[config.mk]
export PLATFORM = sky130hd
export DESIGN_NAME = catmull_rom_stereo_resampler
export DESIGN_NICKNAME = d
export VERILOG_FILES = /design/src/rtl/crsr_pkg.sv /design/src/rtl/catmull_rom_stereo_resampler.sv
export SDC_FILE = /design/constraint.sdc
export NUM_CORES = 2
export LEC_CHECK = 0
export ABC_AREA = 1
export ABC_CLOCK_PERIOD_IN_PS = 9800
export BUFFER_PORTS_ARGS = -buffer_cell sky130_fd_sc_hd__buf_4
export CAP_MARGIN = 25
export CORE_MARGIN = 8
export CORE_UTILIZATION = 50
export DETAILED_ROUTE_END_ITERATION = 8
export GPL_TIMING_DRIVEN = 1
export PLACE_DENSITY = 0.66
export SYNTH_ARGS = -nofsm -noshare
export SYNTH_HDL_FRONTEND = slang
export SYNTH_SLANG_ARGS = --single-unit
[constraint.sdc]
create_clock -name clock -period 9.8 [get_ports clock]
set_input_delay 1.96 -clock clock [delete_from_list [all_inputs] [get_ports clock]]
set_output_delay 1.96 -clock clock [all_outputs]
set_load 0.02 [all_outputs]
[src/rtl/crsr_pkg.sv]
// Shared constants and types of the Catmull-Rom stereo resampler.
package crsr_pkg;

   // Phase fraction width default
   localparam int PHASE_FRAC_BITS_DEF = 16;

   // Rate step register, Q2.16
   localparam int               STEP_W     = 18;
   localparam logic [STEP_W-1:0] STEP_MIN   = 18'd32768;
   localparam logic [STEP_W-1:0] STEP_MAX   = 18'd131072;
   localparam logic [STEP_W-1:0] STEP_RESET = 18'd65536;

   // Sample and coefficient widths
   localparam int                      SAMPLE_W   = 16;
   localparam int                      COEF_W     = 20;
   localparam logic signed [SAMPLE_W-1:0] SAT_POS    = 16'sd32767;
   localparam logic signed [SAMPLE_W-1:0] SAMPLE_MIN = 16'sh8000;

   // Digit-serial multiplier: 8-bit digits, three digits per operand
   localparam int DIGIT_W    = 8;
   localparam int MUL_DIGITS = 3;
   localparam int MUL_OPND_W = DIGIT_W * MUL_DIGITS;

   // Output scale: 0.93 * 32767 = 93 * 32767 / 100
   localparam logic [MUL_OPND_W-1:0] SCALE_MULT = 24'd3047331;

   // Divide by 100 through a reciprocal, exact for quotient inputs below 2^22
   localparam int                 QUOT_IN_W    = 22;
   localparam int                 RECIP_W      = 23;
   localparam logic [RECIP_W-1:0] DIV100_RECIP = 23'd5368710;
   localparam int                 DIV100_SHIFT = 29;
   localparam int                 Q_W          = 15;

   // Configuration register indexes
   typedef enum logic [0:0] {
      CSR_STEP_Q16    = 1'b0,
      CSR_STEREO_MODE = 1'b1
   } csr_index_type;

endpackage

[src/rtl/catmull_rom_stereo_resampler.sv]
// Catmull-Rom cubic stereo resampler with a shared digit-serial multiplier.
//
// Input channel (req_*): one stereo sample pair in Q1.15 per transaction. In mono
// mode the right history takes the left sample. Each transaction causes zero, one
// or two output pairs on the result channel (rsp_*); rsp_last_of_run marks the
// final pair caused by an input transaction.
// Configuration (csr_*): index 0 is the Q2.16 rate step (clamped to 0.5..2.0),
// index 1 selects stereo (1) or mono (0). Write only while the block is idle.
// Sequence: the sequencer accepts the input, then computes each output pair one
// channel at a time, left then right, and hands the pair to the output register.
// The work is set by the 9-bit by (F+24)-bit multiplier, which steps through the
// three digits of the operand for each of the four products of a channel; a clipped
// channel skips the last.
// req_ready is high only while the sequencer is idle.
// Reset (synchronous, active high): histories cleared, phase 2.0, step 1.0,
// stereo mode, result channel empty.
// Stall: the finished pair sits in the output register; the sequencer holds the
// next pair until the register is taken, and a new input is accepted once the
// last pair of a transaction has reached the output register.
module catmull_rom_stereo_resampler
   import crsr_pkg::*;
#(
   parameter int PHASE_FRAC_BITS = PHASE_FRAC_BITS_DEF
) (
   input  logic                       clock,
   input  logic                       reset,
   input  logic                       csr_write_enable,
   input  logic [0:0]                 csr_index,
   input  logic [STEP_W-1:0]          csr_write_data,
   input  logic                       req_valid,
   output logic                       req_ready,
   input  logic signed [SAMPLE_W-1:0] req_left_in,
   input  logic signed [SAMPLE_W-1:0] req_right_in,
   output logic                       rsp_valid,
   input  logic                       rsp_ready,
   output logic signed [SAMPLE_W-1:0] rsp_left_out,
   output logic signed [SAMPLE_W-1:0] rsp_right_out,
   output logic                       rsp_last_of_run
);

   localparam int F      = PHASE_FRAC_BITS;
   localparam int PW     = F + 2;
   localparam int WV     = F + 24;
   localparam int AW     = WV + MUL_OPND_W;
   localparam int PRODW  = WV + DIGIT_W + 1;
   localparam int QPW    = QUOT_IN_W + RECIP_W;
   localparam int DIG_CW = $clog2(MUL_DIGITS);

   localparam logic [PW-1:0]     PHASE_ONE   = PW'(1) << F;
   localparam logic [PW-1:0]     PHASE_RESET = PW'(2) << F;
   localparam logic [DIG_CW-1:0] LAST_DIG    = DIG_CW'(MUL_DIGITS - 1);
   localparam logic [WV-1:0]     SAT_LIM     =
      WV'(((64'd100 << (F + 16)) + 64'd92) / 64'd93);

   typedef enum logic [2:0] {
      ST_IDLE,
      ST_COEF,
      ST_MUL,
      ST_NEXT,
      ST_EMIT
   } state_type;

   typedef enum logic [1:0] {
      OP_CUBIC,
      OP_QUAD,
      OP_LIN,
      OP_SCALE
   } op_type;

   // Control state
   state_type         state_ff, state_in;
   op_type            op_ff, op_in;
   logic              chan_ff, chan_in;
   logic              second_ff, second_in;
   logic [DIG_CW-1:0] dig_ff, dig_in;
   logic [STEP_W-1:0] step_ff, step_in;
   logic              stereo_ff, stereo_in;
   logic [PW-1:0]     phase_ff, phase_in;
   logic signed [SAMPLE_W-1:0] left_hist_ff [4];
   logic signed [SAMPLE_W-1:0] left_hist_in [4];
   logic signed [SAMPLE_W-1:0] right_hist_ff [4];
   logic signed [SAMPLE_W-1:0] right_hist_in [4];
   logic              rsp_valid_ff, rsp_valid_in;

   // Datapath registers
   logic signed [COEF_W-1:0]   c1_ff, c1_in;
   logic signed [COEF_W-1:0]   c2_ff, c2_in;
   logic signed [WV-1:0]       mv_ff, mv_in;
   logic [MUL_OPND_W-1:0]      tp_ff, tp_in;
   logic signed [AW-1:0]       acc_ff, acc_in;
   logic                       neg_ff, neg_in;
   logic signed [SAMPLE_W-1:0] lres_ff, lres_in;
   logic signed [SAMPLE_W-1:0] rres_ff, rres_in;
   logic signed [SAMPLE_W-1:0] rsp_left_ff, rsp_left_in;
   logic signed [SAMPLE_W-1:0] rsp_right_ff, rsp_right_in;
   logic                       rsp_last_ff, rsp_last_in;

   // Combinational helpers
   logic [STEP_W-1:0]          step_clamp;
   logic [PW-1:0]              step_f;
   logic [PW-1:0]              phase_sum;
   logic [MUL_OPND_W-1:0]      t_pad;
   logic signed [SAMPLE_W-1:0] y0, y1, y2, y3;
   logic signed [SAMPLE_W-1:0] right_pick;
   logic signed [COEF_W-1:0]   c1_calc, c2_calc, c3_calc;
   logic [DIGIT_W-1:0]         digit;
   logic signed [PRODW-1:0]    prod;
   logic signed [AW-1:0]       acc_base;
   logic signed [WV-1:0]       e_exact, e_floor, total;
   logic [WV-1:0]              mag;
   logic                       sat;
   logic [QUOT_IN_W-1:0]       y_div;
   logic [QPW-1:0]             q_prod;
   logic [Q_W-1:0]             q;
   logic                       res_done;
   logic signed [SAMPLE_W-1:0] res_val;
   logic                       last_pair;

   assign req_ready       = (state_ff == ST_IDLE);
   assign rsp_valid       = rsp_valid_ff;
   assign rsp_left_out    = rsp_left_ff;
   assign rsp_right_out   = rsp_right_ff;
   assign rsp_last_of_run = rsp_last_ff;

   // Clamp the step and rescale it to the phase fraction width
   always_comb begin
      if (step_ff < STEP_MIN) begin
         step_clamp = STEP_MIN;
      end else if (step_ff > STEP_MAX) begin
         step_clamp = STEP_MAX;
      end else begin
         step_clamp = step_ff;
      end
      step_f    = PW'({step_clamp, 8'd0} >> (24 - F));
      phase_sum = phase_ff + step_f;
      last_pair = second_ff || (phase_sum >= PHASE_ONE);
      t_pad     = MUL_OPND_W'(phase_ff[F-1:0]) << (MUL_OPND_W - F);
   end

   // Pick the history of the channel in work and form the cubic coefficients
   always_comb begin
      y0 = chan_ff ? right_hist_ff[0] : left_hist_ff[0];
      y1 = chan_ff ? right_hist_ff[1] : left_hist_ff[1];
      y2 = chan_ff ? right_hist_ff[2] : left_hist_ff[2];
      y3 = chan_ff ? right_hist_ff[3] : left_hist_ff[3];
      c1_calc = COEF_W'(y2) - COEF_W'(y0);
      c2_calc = (COEF_W'(y0) <<< 1) - (COEF_W'(y1) <<< 2) - COEF_W'(y1)
              + (COEF_W'(y2) <<< 2) - COEF_W'(y3);
      c3_calc = (COEF_W'(y1) <<< 1) + COEF_W'(y1) - (COEF_W'(y2) <<< 1)
              - COEF_W'(y2) + COEF_W'(y3) - COEF_W'(y0);
      right_pick = stereo_ff ? req_right_in : req_left_in;
   end

   // Shared multiplier: one 8-bit digit of the operand per cycle, MSB first
   always_comb begin
      digit    = tp_ff[MUL_OPND_W-1 -: DIGIT_W];
      prod     = PRODW'(mv_ff) * PRODW'($signed({1'b0, digit}));
      acc_base = (dig_ff == '0) ? '0 : (acc_ff <<< DIGIT_W);
   end

   // Post-multiply terms: Horner steps, magnitude, saturation and divide by 100
   always_comb begin
      e_exact = WV'(acc_ff >>> (MUL_OPND_W - F));
      e_floor = WV'(acc_ff >>> MUL_OPND_W);
      total   = e_floor + (WV'(y1) <<< (F + 1));
      mag     = total[WV-1] ? WV'(-total) : WV'(total);
      sat     = (mag >= SAT_LIM);
      y_div   = acc_ff[F + 16 +: QUOT_IN_W];
      q_prod  = QPW'(y_div) * QPW'(DIV100_RECIP);
      q       = q_prod[DIV100_SHIFT +: Q_W];
   end

   // Sequencer and next-state logic
   always_comb begin
      state_in      = state_ff;
      op_in         = op_ff;
      chan_in       = chan_ff;
      second_in     = second_ff;
      dig_in        = dig_ff;
      step_in       = step_ff;
      stereo_in     = stereo_ff;
      phase_in      = phase_ff;
      left_hist_in  = left_hist_ff;
      right_hist_in = right_hist_ff;
      rsp_valid_in  = rsp_valid_ff;
      c1_in         = c1_ff;
      c2_in         = c2_ff;
      mv_in         = mv_ff;
      tp_in         = tp_ff;
      acc_in        = acc_ff;
      neg_in        = neg_ff;
      lres_in       = lres_ff;
      rres_in       = rres_ff;
      rsp_left_in   = rsp_left_ff;
      rsp_right_in  = rsp_right_ff;
      rsp_last_in   = rsp_last_ff;
      res_done      = 1'b0;
      res_val       = '0;

      // Drop the output pair once taken
      if (rsp_valid_ff && rsp_ready) begin
         rsp_valid_in = 1'b0;
      end

      // Configuration writes
      if (csr_write_enable) begin
         unique case (csr_index_type'(csr_index))
            CSR_STEP_Q16:    step_in   = csr_write_data;
            CSR_STEREO_MODE: stereo_in = csr_write_data[0];
            default:         step_in   = step_ff;
         endcase
      end

      unique case (state_ff)
         ST_IDLE: begin
            if (req_valid) begin
               // Advance both histories by one sample
               left_hist_in[0]  = left_hist_ff[1];
               left_hist_in[1]  = left_hist_ff[2];
               left_hist_in[2]  = left_hist_ff[3];
               left_hist_in[3]  = req_left_in;
               right_hist_in[0] = right_hist_ff[1];
               right_hist_in[1] = right_hist_ff[2];
               right_hist_in[2] = right_hist_ff[3];
               right_hist_in[3] = right_pick;
               if (phase_ff < PHASE_ONE) begin
                  chan_in   = 1'b0;
                  second_in = 1'b0;
                  state_in  = ST_COEF;
               end else begin
                  phase_in = phase_ff - PHASE_ONE;
               end
            end
         end
         ST_COEF: begin
            c1_in    = c1_calc;
            c2_in    = c2_calc;
            mv_in    = WV'(c3_calc);
            tp_in    = t_pad;
            dig_in   = '0;
            op_in    = OP_CUBIC;
            state_in = ST_MUL;
         end
         ST_MUL: begin
            acc_in = acc_base + AW'(prod);
            tp_in  = tp_ff << DIGIT_W;
            dig_in = dig_ff + DIG_CW'(1);
            if (dig_ff == LAST_DIG) begin
               state_in = ST_NEXT;
            end
         end
         ST_NEXT: begin
            tp_in    = t_pad;
            dig_in   = '0;
            state_in = ST_MUL;
            case (op_ff)
               OP_CUBIC: begin
                  mv_in = e_exact + (WV'(c2_ff) <<< F);
                  op_in = OP_QUAD;
               end
               OP_QUAD: begin
                  mv_in = e_floor + (WV'(c1_ff) <<< F);
                  op_in = OP_LIN;
               end
               OP_LIN: begin
                  neg_in = total[WV-1];
                  if (sat) begin
                     res_done = 1'b1;
                     res_val  = total[WV-1] ? -SAT_POS : SAT_POS;
                  end else begin
                     mv_in = $signed(mag);
                     tp_in = SCALE_MULT;
                     op_in = OP_SCALE;
                  end
               end
               default: begin
                  res_done = 1'b1;
                  res_val  = neg_ff ? -$signed({1'b0, q}) : $signed({1'b0, q});
               end
            endcase
         end
         ST_EMIT: begin
            // Hold the pair until the output register is free
            if (!rsp_valid_ff || rsp_ready) begin
               rsp_valid_in = 1'b1;
               rsp_left_in  = lres_ff;
               rsp_right_in = rres_ff;
               rsp_last_in  = last_pair;
               if (last_pair) begin
                  phase_in = (phase_sum >= PHASE_ONE) ? phase_sum - PHASE_ONE : '0;
                  state_in = ST_IDLE;
               end else begin
                  phase_in  = phase_sum;
                  second_in = 1'b1;
                  chan_in   = 1'b0;
                  state_in  = ST_COEF;
               end
            end
         end
         default: state_in = ST_IDLE;
      endcase

      // Store a finished channel result
      if (res_done) begin
         if (!chan_ff) begin
            lres_in  = res_val;
            chan_in  = 1'b1;
            state_in = ST_COEF;
         end else begin
            rres_in  = res_val;
            state_in = ST_EMIT;
         end
      end
   end

   // State and registered outputs
   always_ff @(posedge clock) begin
      op_ff        <= op_in;
      dig_ff       <= dig_in;
      c1_ff        <= c1_in;
      c2_ff        <= c2_in;
      mv_ff        <= mv_in;
      tp_ff        <= tp_in;
      acc_ff       <= acc_in;
      neg_ff       <= neg_in;
      lres_ff      <= lres_in;
      rres_ff      <= rres_in;
      rsp_left_ff  <= rsp_left_in;
      rsp_right_ff <= rsp_right_in;
      rsp_last_ff  <= rsp_last_in;
      if (reset) begin
         state_ff     <= ST_IDLE;
         chan_ff      <= 1'b0;
         second_ff    <= 1'b0;
         step_ff      <= STEP_RESET;
         stereo_ff    <= 1'b1;
         phase_ff     <= PHASE_RESET;
         rsp_valid_ff <= 1'b0;
         for (int i = 0; i < 4; i++) begin
            left_hist_ff[i]  <= '0;
            right_hist_ff[i] <= '0;
         end
      end else begin
         state_ff      <= state_in;
         chan_ff       <= chan_in;
         second_ff     <= second_in;
         step_ff       <= step_in;
         stereo_ff     <= stereo_in;
         phase_ff      <= phase_in;
         rsp_valid_ff  <= rsp_valid_in;
         left_hist_ff  <= left_hist_in;
         right_hist_ff <= right_hist_in;
      end
   end

endmodule

* Yosys cells after proc, flatten, opt, wreduce, memory -nomap -nowiden *
Index checks and enable logic that the tools add are counted.

storage, ports and cells
  bits in registers = 406
  input port bits = 56
  output and inout bits = 35
  logic and storage cells = 155

operators by class
  $add $sub $neg = 20
  multiply operators = 2
  $lt $le $gt $ge = 5
  equality and inequality tests = 18
  mux-type cells = 56
  bitwise logic cells = 2
  reductions and logical operators = 24

operators by type and width
  kind                                                                     number
  16-bit 2-to-1 mux                                                        9
  18-bit 2-to-1 mux                                                        7
  40-bit case mux with 3 select lines                                      1
  40-bit by 33-bit adder with 40-bit output                                2
  40-bit 2-to-1 mux                                                        2
  40-bit case mux with 2 select lines                                      1
  24-bit case mux with 3 select lines                                      1
  64-bit by 49-bit adder with 64-bit output                                1
  64-bit 2-to-1 mux                                                        1
  40-bit by 9-bit multiplier with 49-bit output                            1
  24-bit 2-to-1 mux                                                        2
  22-bit by 22-bit multiplier with 43-bit output, second input constant    1
  40-bit by 36-bit adder with 40-bit output                                1
  40-bit by 33-bit >= comparator with 1-bit output, second input constant  1
  40-bit negation                                                          1
  19-bit by 16-bit subtractor with 20-bit output                           2
  20-bit by 16-bit subtractor with 20-bit output                           2
  18-bit case mux with 2 select lines                                      1
  18-bit by 17-bit subtractor with 18-bit output, second input constant    2
  16-bit case mux with 2 select lines                                      1
  20-bit by 16-bit adder with 20-bit output                                1
  20-bit by 18-bit adder with 20-bit output                                1
  17-bit by 18-bit subtractor with 19-bit output                           1
  18-bit by 17-bit subtractor with 19-bit output                           1
  other kinds (40)                                                         83

* Depth between registers and ports, before layout *
  word-level depth = 11
  gate-level depth with buffers = 36
  mapped depth without buffers = 34

* Worst setup path before layout *
Ideal clock, no wire load.

  path type = register -> register
  start = register chan_ff
  end = register mv_ff[0] (enable)
  library setup time = 0.494 ns
  arrival time = 6.891 ns
  required time = 9.306 ns
  path slack = 2.415 ns
  stages on the path, launching flop included = 31
  buffers on the path = 4
  period minus slack after synthesis = 7.385 ns
  path through = dfxtp_1 -> clkbuf_1 -> clkbuf_1 -> clkbuf_1 -> nand2_1 -> o21ai_0 -> inv_1 -> ha_1 -> fa_1 -> nand3_1 -> inv_1 -> nand2_1 -> nand3_2 -> nand2_2 -> nand4_4 -> nand2_8 -> inv_4 -> buf_6 -> nand2_1 -> nand2_1 -> inv_1 -> nand2_1 -> nand2_1 -> nand2_1 -> nor2_1 -> nand2_1 -> nor2_1 -> nand3_2 -> nand2_2 -> inv_1 -> nor3_1

between the ends
  cells in the longest elaborated chain, start to end = 7

RTL lines
  item                                                  line                                 text
  from (decl)                                           catmull_rom_stereo_resampler.sv:73   logic chan_ff, chan_in;
  from (signal assigned)                                catmull_rom_stereo_resampler.sv:345  chan_ff <= chan_in;
  16-bit 2-to-1 mux (*)                                 catmull_rom_stereo_resampler.sv:143  y1 = chan_ff ? right_hist_ff[1] : left_hist_ff[1];
  40-bit by 33-bit adder with 40-bit output (*)         catmull_rom_stereo_resampler.sv:165  total = e_floor + (WV'(y1) <<< (F + 1));
  40-bit negation                                       catmull_rom_stereo_resampler.sv:166  mag = total[WV-1] ? WV'(-total) : WV'(total);
  40-bit 2-to-1 mux (*)                                 catmull_rom_stereo_resampler.sv:166
  40-bit by 33-bit >= comparator with 1-bit output (*)  catmull_rom_stereo_resampler.sv:167  sat = (mag >= SAT_LIM);
  3-bit inequality test (no line) (*)                   n/a
  3-bit AND reduction (no line) (*)                     n/a
  to (signal assigned)                                  catmull_rom_stereo_resampler.sv:322  mv_ff <= mv_in;
  to (decl)                                             catmull_rom_stereo_resampler.sv:88   logic signed [WV-1:0] mv_ff, mv_in;

Every way passes the cells marked *; elsewhere a longest branch is shown, timed or not.
A chain may end at the register's enable or synchronous reset.

* Worst setup path after layout *
  start = register acc_ff[36]
  end = register rres_ff[13] (data pin)

between the ends
  cells in the longest elaborated chain, start to end = 7

RTL lines
  item                                              line                                 text
  from (decl)                                       catmull_rom_stereo_resampler.sv:90   logic signed [AW-1:0] acc_ff, acc_in;
  from (signal assigned)                            catmull_rom_stereo_resampler.sv:324  acc_ff <= acc_in;
  40-bit by 33-bit adder with 40-bit output         catmull_rom_stereo_resampler.sv:165
  40-bit negation                                   catmull_rom_stereo_resampler.sv:166
  40-bit 2-to-1 mux                                 catmull_rom_stereo_resampler.sv:166
  40-bit by 33-bit >= comparator with 1-bit output  catmull_rom_stereo_resampler.sv:167
  16-bit 2-to-1 mux                                 catmull_rom_stereo_resampler.sv:267  if (sat) begin
  16-bit case mux with 2 select lines (*)           catmull_rom_stereo_resampler.sv:256  case (op_ff)
  16-bit 2-to-1 mux (*)                             catmull_rom_stereo_resampler.sv:214  unique case (state_ff)
  named net res_val[13]                             catmull_rom_stereo_resampler.sv:116  logic signed [SAMPLE_W-1:0] res_val;
  to (signal assigned)                              catmull_rom_stereo_resampler.sv:327  rres_ff <= rres_in;
  to (decl)                                         catmull_rom_stereo_resampler.sv:93   logic signed [SAMPLE_W-1:0] rres_ff, rres_in;

Mark *: on every way through the listed nets, which the timed path passes. The rest lies on a longest branch.

==> results.tsv <==
stage	metric	value	unit
clock_network	Num CTS Buffers	44	
sta	Least-Margin Pin Slew	1180	ps
floorplan	Initial Util	50.1	%
synthesis	Distinct cells, synth	64	
routing	post-DR wirelength/cell	19.0	um
routing	drt first-iter violations	3479	
clock_network	TritonCTS clock tree	yes	
synthesis	syn avg cell area	8.04	um2
clock_network	hold_buf cts	0	
global_routing	initial antenna violation count	1	
worst_setup_path	Worst Path Required	10140	ps
global_routing	total track usage	25.7	%
sta	Final setup viols	0	
clock_network	CTS sink cnt	399	
sta	Fmax	124	MHz
routing	routed wire length	143000	um
sta	final setup TNS	0	ps
sta	min Tclk post-route	8090	ps
routing	routed vias/inst	5.38	
synthesis	synthesized area	49900	um2
clock_network	post_cts resized	0	
clock_network	CTS Buffer Depth	3	
min_path	Min-Delay Endpoint	rsp_right_out[15]$_DFFE_PP_	
finish	# fillers	9515	
synthesis	Cells after Synth	6211	
finish	Syn-to-layout area delta	6.57	%
routing	total number of vias	40500	
synthesis	Syn Nets	7381	
worst_setup_path	Worst R2R Start	acc_ff[36]$_DFFE_PN_	
global_routing	first-pass GRT wire length	226000	um
clock_network	# H-tree levels	2	
worst_setup_path	R2R Setup Slk	1710	ps
synthesis	Synth Register Bits	399	
synthesis	YS warnings	0	
routing	DRC Markers	0	
sta	final period utilization	82.6	%
finish	n_diodes	0	
sta	RSZ-0062 raised after global routing	false	
sta	Max Clock Skew	24.9	ps
synthesis	number of synthesized flops with an enable pin	228	
clock_network	clk root buf	clkbuf_16	
routing	antenna-violating nets left	0	
finish	layout cells sized above 1	4.57	%
run	MaxCap Viol Count	0	
worst_setup_path	Critical Path Start Type	register	
min_path	hold path depth	0	
worst_setup_path	CP Capture Type	register	
clock_network	postcts setup bufs	0	
synthesis	dominant synthesized flop cell	edfxtp_1	
floorplan	IO Pins	91	
worst_setup_path	CP Class	reg2reg	
floorplan	die width	332	um
outcome	outcome	finished, final reports clean	
global_routing	number of global-route vias before repair	39600	
global_routing	global route overflow	0	
synthesis	register area share after synthesis	20.6	%
finish	area of the multi-input gates	33400	um2
floorplan	Rows	116	
synthesis	ys async rst share	0	%
sta	final hold violation count	0	
placed_design	port bufs	90	
worst_setup_path	arrival time at the worst endpoint	8430	ps
placed_design	GP Congestion	0.986	
floorplan	Die Ht	332	um
floorplan	Core ar.	99600	um2
clock_network	Clock Pin Slew Worst Setup and Hold Paths	60	ps
floorplan	die area	110000	um2
global_routing	largest net degree at the start of global routing	111	
routing	total iterations of the first detailed-routing run	6	
worst_setup_path	Max Fanout on Critical Path	9	
finish	Reg area	10300	um2
worst_setup_path	worst r2r dst	rres_ff[13]$_DFFE_PP_	
sta	max_slew headroom	20.7	%
worst_setup_path	FF-to-FF path depth	27	
sta	fin. max-slew vios	0	
clock_network	clk_lat worst skew	610	ps
min_path	Tightest Hold Check Type	reg2reg	
placed_design	detailed placement HPWL	118000	um
min_path	hold path startpoint	rres_ff[15]$_DFFE_PP_	
finish	layout net count	7370	
-- how the worst max path moves through the flow --
stage                               startpoint                    end  slack [ps]
after global routing      acc_ff[36]$_DFFE_PN_   rres_ff[9]$_DFFE_PP_        1140
after floorplan             chan_ff$_SDFF_PP0_     mv_ff[0]$_DFFE_PP_        2420
final                     acc_ff[36]$_DFFE_PN_  rres_ff[13]$_DFFE_PP_        1710
after detailed placement  acc_ff[36]$_DFFE_PN_  lres_ff[13]$_DFFE_PP_        1770
after CTS                 acc_ff[36]$_DFFE_PN_  rres_ff[13]$_DFFE_PP_        1770
after global placement    acc_ff[41]$_DFFE_PN_  lres_ff[13]$_DFFE_PP_        1890
-- sequential cells by signal, indices dropped and copies added, names as in the netlist, 2 cells and up --
name	cells
right_hist_ff	64
c2_ff	20
op_ff	2
rsp_left_out	16
state_ff	3
rres_ff	16
c1_ff	17
tp_ff	17
acc_ff	64
lres_ff	16
rsp_right_out	16
phase_ff	18
left_hist_ff	64
step_ff	18
mv_ff	40
dig_ff	2
-- through the flow --
step	utilization (%)	hold slack, ps	cells	setup slack [ps]	area, um2
6_report	53.4	417	7534	1710	53200
5_1_grt	53.4	420	7534	1140	53200
4_1_cts	53.4	418	7531	1770	53200
3_5_place_dp	52.0	405	7449	1770	51800
3_3_place_gp	52.0	401	7443	1890	51700
2_1_floorplan	-	400	6211	2420	49900
-- worst max-delay path, stage by stage, from the launching register on --
cell and delay, ps:
edfxtp_1 660, inv_1 290, fa_1 580, inv_1 50
ha_1 190, inv_1 90, fa_1 410, fa_1 520
inv_1 70, fa_1 520, fa_1 550, inv_1 50
fa_1 490, inv_1 40, ha_1 300, nand2_1 120
nor4_1 560, nand2_1 90, o21ai_0 630, nand2_1 200
nand3_1 140, nand2_1 90, nor2_1 100, nand2_1 60
o21ai_0 490, nand4_1 210, a21oi_1 280, nor2_4 50
-- kinds of logic (layout without fill, tap and decap cells) --
| group | after synthesis | count (layout) | share of synthesized area, % |
|---|---|---|---|
| buffers and inverters | 1638 | 1663 | 12.6 |
| DFF | 399 | 399 | 20.6 |
| xor gates and xnor gates | 171 | 171 | 3.00 |
| muxes | 11 | 11 | 0.221 |
| adders and majority gates | 1114 | 1114 | 36.9 |
| AOI/OAI and AO/OA | 989 | 989 | 11.0 |
| and+or+nand+nor | 1889 | 1889 | 15.7 |
-- synth_stat cells (9+ instances only) --
cell	n	area share, %
edfxtp_1	228	14
a21boi_0	11	0.17
nand3b_1	9	0.14
nor2_1	384	2.9
inv_1	1431	11
nor2_2	16	0.20
clkbuf_2	40	0.40
o221ai_1	23	0.40
o21ai_0	306	3.1
nor3_1	34	0.34
dfxtp_1	171	6.9
o21ai_1	10	0.10
nor4_1	18	0.23
nand2_1	1128	8.5
nand3_1	215	2.2
or2_2	13	0.16
a211oi_1	36	0.54
o31ai_1	12	0.18
xnor2_1	61	1.1
fa_1	600	24
nand4_1	39	0.49
mux2i_1	11	0.22
a31oi_1	34	0.43
nand2_2	10	0.13
ha_1	514	13
o211ai_1	17	0.26
o21a_1	16	0.24
clkbuf_1	140	1.1
o21bai_1	16	0.24
xor2_1	110	1.9
a21oi_1	456	4.6
o22ai_1	12	0.15
-- layer usage --
metal | routed length (um) | part of all wire [%] | GRT usage [%]
met2 | 61500 | 43 | 38.7
met4 | 3810 | 2.7 | 6.37
met5 | 9 | 0.0063 | 0
met1 | 68100 | 48 | 38.9
met3 | 9790 | 6.8 | 3.36
-- placed cells by master, fill, tap and decap left out, types with 7 or more instances in the layout --
cell type,netlist,layout
fa_1,600,600
a221oi_1,7,7
clkbuf_16,0,44
o21ai_0,306,305
nor2_2,16,16
a21oi_1,456,456
o221ai_1,23,23
or2_2,13,13
clkbuf_1,140,13
a211oi_1,36,36
o211ai_1,17,17
nand2_2,10,10
mux2i_1,11,11
clkinv_2,0,10
o21bai_1,16,16
xor2_1,110,110
nand4_1,39,39
nor3_1,34,33
o21a_1,16,16
buf_4,3,131
o22ai_1,12,12
dfxtp_1,171,170
a21boi_0,11,11
nor2_4,8,13
inv_2,8,9
a31oi_1,34,34
nor2_1,384,379
ha_1,514,513
nand3b_1,9,9
nor4_1,18,18
nand2_1,1128,1127
o21ai_1,10,10
inv_1,1431,1430
xnor2_1,61,61
o31ai_1,12,12
edfxtp_1,228,228
nand3_1,215,215
-- layout make-up --
class | count | share of cell area (%)
Tap cell | 1298 | 3.05
Clock buffer | 63 | 2.32
Multi-Input combinational cell | 4174 | 62.9
Timing Repair Buffer | 138 | 2.00
Sequential cell | 399 | 19.3
Clock inverter | 19 | 0.285
Inverter | 1443 | 10.2
Power is left out: the tool's default activity adds up to more than one toggle a clock period on the data nets, which glitch-free logic cannot reach.
